File: src/hdl/dq_pkg.sv
// ----------------------------------------------------------------------------
// dq_pkg
// Shared constants, codes and ring index arithmetic for the double-ended queue.
// ----------------------------------------------------------------------------
package dq_pkg;

  // Number of entries in the ring store.
  localparam int DEPTH = 64;
  localparam int IDX_W = (DEPTH > 1) ? $clog2(DEPTH) : 1;
  localparam int COUNT_W = $clog2(DEPTH + 1);
  localparam int SUM_W = COUNT_W + 1;

  // Payload widths.
  localparam int VALUE_W = 32;
  localparam int ENTRY_W = 7;
  localparam int CMD_W = 2;
  localparam int STATUS_W = 2;
  localparam int IN_DATA_W = 32;
  localparam int OUT_DATA_W = 40;

  // Value returned by a pop from an empty queue.
  localparam logic [VALUE_W-1:0] INT_MAX = 32'h7FFF_FFFF;

  // Commands.
  localparam logic [CMD_W-1:0] CMD_PUSH_FRONT = 2'd0;
  localparam logic [CMD_W-1:0] CMD_PUSH_BACK = 2'd1;
  localparam logic [CMD_W-1:0] CMD_POP_FRONT = 2'd2;
  localparam logic [CMD_W-1:0] CMD_POP_BACK = 2'd3;

  // Status codes.
  localparam logic [STATUS_W-1:0] ST_OK = 2'd0;
  localparam logic [STATUS_W-1:0] ST_UNDER = 2'd1;
  localparam logic [STATUS_W-1:0] ST_OVER = 2'd2;

  // Request in flight between the memory access and the output register.
  typedef struct packed {
    logic valid;
    logic use_ram;
    logic [STATUS_W-1:0] status;
    logic [ENTRY_W-1:0] entry_count;
  } stage_t;

  // (base + off) modulo DEPTH, where base < DEPTH and off <= DEPTH.
  function automatic logic [IDX_W-1:0] ring_add(input logic [IDX_W-1:0] base,
                                                input logic [COUNT_W-1:0] off);
    logic [SUM_W-1:0] sum;
    sum = SUM_W'(base) + SUM_W'(off);
    if (sum >= SUM_W'(DEPTH)) begin
      sum = sum - SUM_W'(DEPTH);
    end
    return sum[IDX_W-1:0];
  endfunction

  // Entry count as it appears on the output, kept to its low bits.
  function automatic logic [ENTRY_W-1:0] to_entry(input logic [COUNT_W-1:0] cnt);
    logic [COUNT_W+ENTRY_W-1:0] wide;
    wide = {{ENTRY_W{1'b0}}, cnt};
    return wide[ENTRY_W-1:0];
  endfunction

endpackage

File: src/hdl/dq_ram.sv
// ----------------------------------------------------------------------------
// dq_ram
// Generic single-write, single-read synchronous RAM with a registered read.
// ----------------------------------------------------------------------------
module dq_ram #(
  parameter int WIDTH = 32,
  parameter int DEPTH = 64
) (
  input  logic                             clk,
  input  logic                             we,
  input  logic [$clog2(DEPTH > 1 ? DEPTH : 2)-1:0] waddr,
  input  logic [WIDTH-1:0]                 wdata,
  input  logic                             re,
  input  logic [$clog2(DEPTH > 1 ? DEPTH : 2)-1:0] raddr,
  output logic [WIDTH-1:0]                 rdata
);

  logic [WIDTH-1:0] mem [DEPTH];

  always_ff @(posedge clk) begin
    if (we) begin
      mem[waddr] <= wdata;
    end
    if (re) begin
      rdata <= mem[raddr];
    end
  end

endmodule

File: src/hdl/double_ended_queue.sv
// Flow: an accepted request waits in the stage register, which is held while the output
// register is full and not drained, then moves into the output register on the master side.
// Throughput: one request per cycle unless the result channel stalls; a request uses the
// store's write or read port at most once, and pointer updates complete in the accept cycle.
// Reset: rst (synchronous, active high) empties the queue and clears both pipeline stages;
// the store itself is not cleared, since only entries written by a push are ever read.
// ----------------------------------------------------------------------------
// double_ended_queue
// Bounded double-ended queue of signed 32-bit values held in a circular RAM.
// ----------------------------------------------------------------------------
module double_ended_queue (
  input  logic        clk,
  input  logic        rst,
  // Request channel.
  input  logic        s_tvalid,
  output logic        s_tready,
  input  logic [31:0] s_tdata,   // [31:0] push_value
  input  logic [1:0]  s_tuser,   // [1:0] command
  // Result channel.
  output logic        m_tvalid,
  input  logic        m_tready,
  output logic [39:0] m_tdata,   // [31:0] pop_value, [38:32] entry_count, [39] zero
  output logic [1:0]  m_tuser    // [1:0] status
);

  // The front index and entry count describe the ring. The back of the queue is
  // the slot front + count - 1, wrapped modulo the depth.
  logic [dq_pkg::IDX_W-1:0]   front;
  logic [dq_pkg::IDX_W-1:0]   front_next;
  logic [dq_pkg::COUNT_W-1:0] count;
  logic [dq_pkg::COUNT_W-1:0] count_next;

  // Request accepted, RAM access issued, waiting for read data.
  dq_pkg::stage_t stage;
  dq_pkg::stage_t stage_next;

  logic accept;
  logic stage_adv;

  // RAM access signals.
  logic                       ram_we;
  logic                       ram_re;
  logic [dq_pkg::IDX_W-1:0]   ram_waddr;
  logic [dq_pkg::IDX_W-1:0]   ram_raddr;
  logic [dq_pkg::VALUE_W-1:0] ram_rdata;

  logic [dq_pkg::STATUS_W-1:0] status_next;
  logic is_full;
  logic is_empty;

  // The stage moves into the output register whenever that register is empty or
  // is being drained in this cycle. A new request enters whenever the stage is
  // empty or moving on. The RAM read only fires on accept, so its data holds
  // while the stage is stalled.
  assign stage_adv = stage.valid && (!m_tvalid || m_tready);
  assign s_tready  = !stage.valid || stage_adv;
  assign accept    = s_tvalid && s_tready;

  assign is_full  = (count == dq_pkg::COUNT_W'(dq_pkg::DEPTH));
  assign is_empty = (count == '0);

  always_comb begin
    front_next  = front;
    count_next  = count;
    ram_we      = 1'b0;
    ram_re      = 1'b0;
    ram_waddr   = dq_pkg::ring_add(front, count);
    ram_raddr   = front;
    status_next = dq_pkg::ST_OK;
    case (s_tuser)
      dq_pkg::CMD_PUSH_FRONT: begin
        if (is_full) begin
          status_next = dq_pkg::ST_OVER;
        end else begin
          // The new front sits one slot below the old one.
          front_next = dq_pkg::ring_add(front, dq_pkg::COUNT_W'(dq_pkg::DEPTH - 1));
          ram_waddr  = front_next;
          ram_we     = accept;
          count_next = count + 1'b1;
        end
      end
      dq_pkg::CMD_PUSH_BACK: begin
        if (is_full) begin
          status_next = dq_pkg::ST_OVER;
        end else begin
          ram_waddr  = dq_pkg::ring_add(front, count);
          ram_we     = accept;
          count_next = count + 1'b1;
        end
      end
      dq_pkg::CMD_POP_FRONT: begin
        if (is_empty) begin
          status_next = dq_pkg::ST_UNDER;
        end else begin
          ram_raddr  = front;
          ram_re     = accept;
          front_next = dq_pkg::ring_add(front, dq_pkg::COUNT_W'(1));
          count_next = count - 1'b1;
        end
      end
      dq_pkg::CMD_POP_BACK: begin
        if (is_empty) begin
          status_next = dq_pkg::ST_UNDER;
        end else begin
          ram_raddr  = dq_pkg::ring_add(front, count - 1'b1);
          ram_re     = accept;
          count_next = count - 1'b1;
        end
      end
      default: begin
        status_next = dq_pkg::ST_OK;
      end
    endcase
  end

  always_comb begin
    stage_next = stage;
    if (accept) begin
      stage_next.valid       = 1'b1;
      stage_next.use_ram     = ram_re;
      stage_next.status      = status_next;
      stage_next.entry_count = dq_pkg::to_entry(count_next);
    end else if (stage_adv) begin
      stage_next.valid = 1'b0;
    end
  end

  // A push writes the store at the edge that accepts it, so a pop accepted at
  // any later edge already reads the new entry.
  dq_ram #(
    .WIDTH (dq_pkg::VALUE_W),
    .DEPTH (dq_pkg::DEPTH)
  ) u_store (
    .clk   (clk),
    .we    (ram_we),
    .waddr (ram_waddr),
    .wdata (s_tdata),
    .re    (ram_re),
    .raddr (ram_raddr),
    .rdata (ram_rdata)
  );

  always_ff @(posedge clk) begin
    if (rst) begin
      front <= '0;
      count <= '0;
    end else if (accept) begin
      front <= front_next;
      count <= count_next;
    end
  end

  // Only the valid bit of the stage needs a reset.
  always_ff @(posedge clk) begin
    if (rst) begin
      stage.valid <= 1'b0;
    end else begin
      stage.valid <= stage_next.valid;
    end
    stage.use_ram     <= stage_next.use_ram;
    stage.status      <= stage_next.status;
    stage.entry_count <= stage_next.entry_count;
  end

  // Output register. A pop takes the RAM data, an empty pop returns the largest
  // positive value, and pushes report zero.
  always_ff @(posedge clk) begin
    if (rst) begin
      m_tvalid <= 1'b0;
    end else if (stage_adv) begin
      m_tvalid <= 1'b1;
    end else if (m_tready) begin
      m_tvalid <= 1'b0;
    end
  end

  always_ff @(posedge clk) begin
    if (stage_adv) begin
      m_tuser <= stage.status;
      if (stage.use_ram) begin
        m_tdata <= {1'b0, stage.entry_count, ram_rdata};
      end else if (stage.status == dq_pkg::ST_UNDER) begin
        m_tdata <= {1'b0, stage.entry_count, dq_pkg::INT_MAX};
      end else begin
        m_tdata <= {1'b0, stage.entry_count, {dq_pkg::VALUE_W{1'b0}}};
      end
    end
  end

`ifndef SYNTH
  a_count_bound: assert property (@(posedge clk) disable iff (rst)
    count <= dq_pkg::COUNT_W'(dq_pkg::DEPTH))
    else $error("entry count exceeds depth");

  a_push_grows: assert property (@(posedge clk) disable iff (rst)
    (accept && !is_full &&
     (s_tuser == dq_pkg::CMD_PUSH_FRONT || s_tuser == dq_pkg::CMD_PUSH_BACK))
    |=> (count == $past(count) + 1'b1))
    else $error("accepted push did not grow the queue");

  a_stage_holds: assert property (@(posedge clk) disable iff (rst)
    (stage.valid && !stage_adv) |=> (stage.valid && $stable(ram_rdata)))
    else $error("stalled request lost its read data");

  a_under_value: assert property (@(posedge clk) disable iff (rst)
    (m_tvalid && m_tuser == dq_pkg::ST_UNDER) |-> (m_tdata[31:0] == dq_pkg::INT_MAX))
    else $error("underflow result carries wrong value");
`endif

endmodule
File: config.mk
export PLATFORM = sky130hd
export DESIGN_NAME = double_ended_queue
export DESIGN_NICKNAME = d
export VERILOG_FILES = /design/src/hdl/dq_pkg.sv /design/src/hdl/dq_ram.sv /design/src/hdl/double_ended_queue.sv
export SDC_FILE = /design/constraint.sdc
export NUM_CORES = 2
export LEC_CHECK = 0
export CORE_MARGIN = 2
export CORE_UTILIZATION = 63
export DETAILED_ROUTE_END_ITERATION = 7
export DONT_BUFFER_PORTS = 1
export PLACE_DENSITY = 0.89
export SLEW_MARGIN = 10
export SYNTH_ARGS = -nofsm -noshare
export SYNTH_HDL_FRONTEND = slang
export SYNTH_SLANG_ARGS = --single-unit
File: constraint.sdc
create_clock -name clk -period 7.4 [get_ports clk]
set_input_delay 0 -clock clk [delete_from_list [all_inputs] [get_ports clk]]
set_output_delay 0 -clock clk [all_outputs]
set_load 0.02 [all_outputs]
==> flow_summary_export.csv <==
group,metric,value,unit
worst_hold_path,min_path_type,"input pin to flop",
detailed_routing,via_count,57200,
die,die_h,371,um
cts,cts_tree,"done",
synth,syn_area,85000,um2
timing,period_share,81.7,%
global_route,grt_first_pass_wirelength,363000,um
detailed_routing,ant_nets,0,
timing,timing.fmax,165,MHz
pwr,vdd_drop_max,263,uV
critical_path,start_kind,"flop",
synth,synth_edf_count,2131,
global_route,grt_remaining_overflow,0,
timing,rsz0062_at_grt,"no",
placed_design,io_buffers,0,
timing,hold_viol,0,
cts,insertion_delay,0.86,ns
finish,drive_above_1_share,9.62,%
cts,cts_max_level,4,
timing,drv_slew,0,
critical_path,critical_path.max_stage_delay,1.08,ns
detailed_routing,drtIter0Drc,13000,
critical_path,rr_startpoint,"count[0]",
critical_path,rr_worst_depth,10,
finish,fin_area,94900,um2
worst_hold_path,hold_depth,4,
placed_design,place_congestion,0.942,
critical_path,critPathMaxFanout,32,
cts,clkSinkCount,2146,
detailed_routing,drc_errors,1,
flow_run,drv_cap,0,
timing,totalNegativeSetupSlack,0,ns
detailed_routing,first_pass_iters,8,
synth,netlist_top_cells_area,"edfxtp_1 75%, a21oi_1 4.3%, a211oi_1 3.4%",
worst_hold_path,whs_endpoint,"u_store.mem[11][26]",
synth,async_flop_share,0,%
critical_path,end_kind,"flop",
timing,clock_skew,0.0428,ns
pwr,p_leak,31.6,nW
global_route,grt_max_degree,153,
status,violations,"DRC",
critical_path,r2r-end,"u_store.mem[59][17]",
synth,syn_nets,5655,
cts,cts_root_buf,"clkbuf_16",
worst_hold_path,worstHoldStart,"s_tuser[0]",
global_route,first_global_vias,55700,
finish,fin_nets,5627,
synth,synth_largest_area_cell,"edfxtp_1",
synth,synth.distinct_cells,60,
die,die_w,371,um
detailed_routing,finalWirelength,253000,um
critical_path,r2r_slack,1.36,ns
critical_path,worstPathCellList,"inv_1, ha_1, nor3b_2, a31oi_1, nor2b_1, or3b_1, o21a_1, xnor2_2, buf_4, and3_2",
die,num_rows,134,
finish,syn_to_final_growth,11.7,%
die,io_pins,82,
synth,syn_inst,5601,
timing,period_minus_slack,6.04,ns
synth,ys_warn_count,0,
die,core,134000,um2
synth,ys_seq_elements,2146,
status,status,"finished with violations",
timing,setup_violations,0,
pwr,p_per_area,303,nW/um2
cts,cts_buffers,199,
cts,cts_resized,0,
cts,clk_pin_slew_worst_paths,0.06,ns
cts,cts_buffer_depth,3,
critical_path,critical_path_class,"flop to flop",
synth,synth_seq_area_share,75.6,%
timing,slew_headroom,10.2,%
critical_path,crit_required,7.84,ns
synth,syn_avg_cell_area,15.2,um2
synth,synth_top_area_share,75.3,%
placed_design,dpl-instance-area,87300,um2
critical_path,critPathArrivalTime,6.48,ns
detailed_routing,vias_per_cell,7.62,
detailed_routing,routedWlPerCell,33.7,um
global_route,track_usage,36.2,%
timing,worst_pin_slew,1.33,ns
synth,ys.flop_type,"edfxtp_1",
die,start_util,63.6,%
die,dieArea,138000,um2
critical_path,crit_path_top_delay_cell,"and3_2",
placed_design,dp.final_hpwl,125000,um
global_route,antenna_found_initial,11,
## layout by cell type (no fill, tap or decap), drive strengths merged, types with 9 or more instances in the layout
cell type,instances
edfxtp,2131
clkinvlp,9
nand2,486
or4,65
inv,19
a21o,291
nor2,54
a21oi,730
buf,182
nand4,35
xor2,9
clkbuf,251
bufinv,14
xnor2,13
dfxtp,15
o221ai,32
nor4,64
nor3,54
or3,70
and3,133
mux2i,133
nand3,13
ha,14
o21ai,16
a32oi,32
a211o,64
dlygate4sd3,43
and2,67
clkinv,74
a221oi,194
a211oi,382
## sequential cells by signal, indices dropped and copies added, names as in the netlist
name	cells
m_tvalid	1
front	6
count	7
u_store.rdata	32
stage	11
u_store.mem	2048
m_tdata	39
m_tuser	2
## how the worst max path moves through the flow
stage | from | end | slack (ns) | cells after the start
detailed placement | count[0] | u_store.mem[59][14] | 1.62 | 10
CTS | count[0] | u_store.mem[59][9] | 1.53 | 10
global route | count[0] | u_store.mem[59][17] | 1.16 | 10
floorplan | count[0] | u_store.mem[8][0] | 1.97 | 11
global placement | count[0] | u_store.rdata[17] | 1.82 | 12
finish | count[0] | u_store.mem[59][17] | 1.36 | 10
## Yosys cell counts, drive strengths merged, types with 9 or more instances
master / n
a221oi: 194
edfxtp: 2131
nand4: 35
a21o: 291
nor2: 54
dfxtp: 15
mux2i: 133
a211oi: 382
nand2: 486
a21oi: 730
and2: 67
a32oi: 32
ha: 14
nor4: 64
or4: 65
buf: 121
or3: 70
o221ai: 32
nor3: 54
xnor2: 13
xor2: 9
and3: 133
o21ai: 16
clkbuf: 334
nand3: 13
a211o: 64
## kinds of logic (layout without fill, tap and decap cells)
kind of cell	count (synthesis)	count (layout)	share of synthesized area [%]
XOR/XNOR	22	22	0.227
other	1	4	0.00441
AND/OR/NAND/NOR	1053	1053	6.18
adder cells (fa/ha/maj)	16	16	0.253
buffers and inverters	464	592	2.23
AO/OA/AOI/OAI	1764	1764	13.9
flip-flops	2146	2146	75.6
multiplexers	135	135	1.59
## through the flow
step	setup slack [ns]	total power, mW	hold WS, ns	instances	util (%)
CTS	1.53	28.4	0.0714	7496	71.0
finish	1.36	28.8	0.104	7500	71.0
detailed placement	1.62	18.2	0.0845	7064	65.3
floorplan	1.97	16.6	0.0691	5601	-
global placement	1.82	18.0	0.0786	7063	65.3
global route	1.16	29.2	0.140	7497	71.0
## layer usage
metal	wire length [um]	global-route usage, %	vias up
li1	-	-	22200
met1	77800	46.0	27000
met2	112000	54.2	6555
met3	42800	11.6	1421
met4	19900	23.5	8
met5	62	0	-
## worst max-delay path, delay by kind of cell, from the launching register on
kind / cells / cell delay (ns)
compound gates: 2 / 0.87
xor+xnor: 1 / 0.69
fa+ha+maj: 1 / 0.30
buf+inv: 2 / 0.70
flops: 1 / 0.57
simple gates: 4 / 2.45
## cell type report
cell class	count	area, um2
Multi-Input combinational cell	2991	19400
Tap cell	1768	2210
Fill cell	6989	38700
Antenna cell	3	7.51
Clock buffer	250	5280
Timing Repair Buffer	226	2680
Sequential cell	2146	64300
Inverter	9	33.8
Clock inverter	107	1040
## where the power goes
part | internal [mW] | switching [mW] | total [mW] | leakage [nW]
Combinational | 1.38 | 3.61 | 4.99 | 9.24
Clock | 5.56 | 4.55 | 10.1 | 3.06
Sequential | 13.5 | 0.129 | 13.7 | 19.3
Total | 20.5 | 8.30 | 28.8 | 31.6
## timing repair
item                                     CTS  global route
setup buffers                              0             0
hold buffers                              75             0
endpoints found under the setup margin     0             0
endpoints found under the hold margin   2112             0
Power figures use the tool's default switching activity.
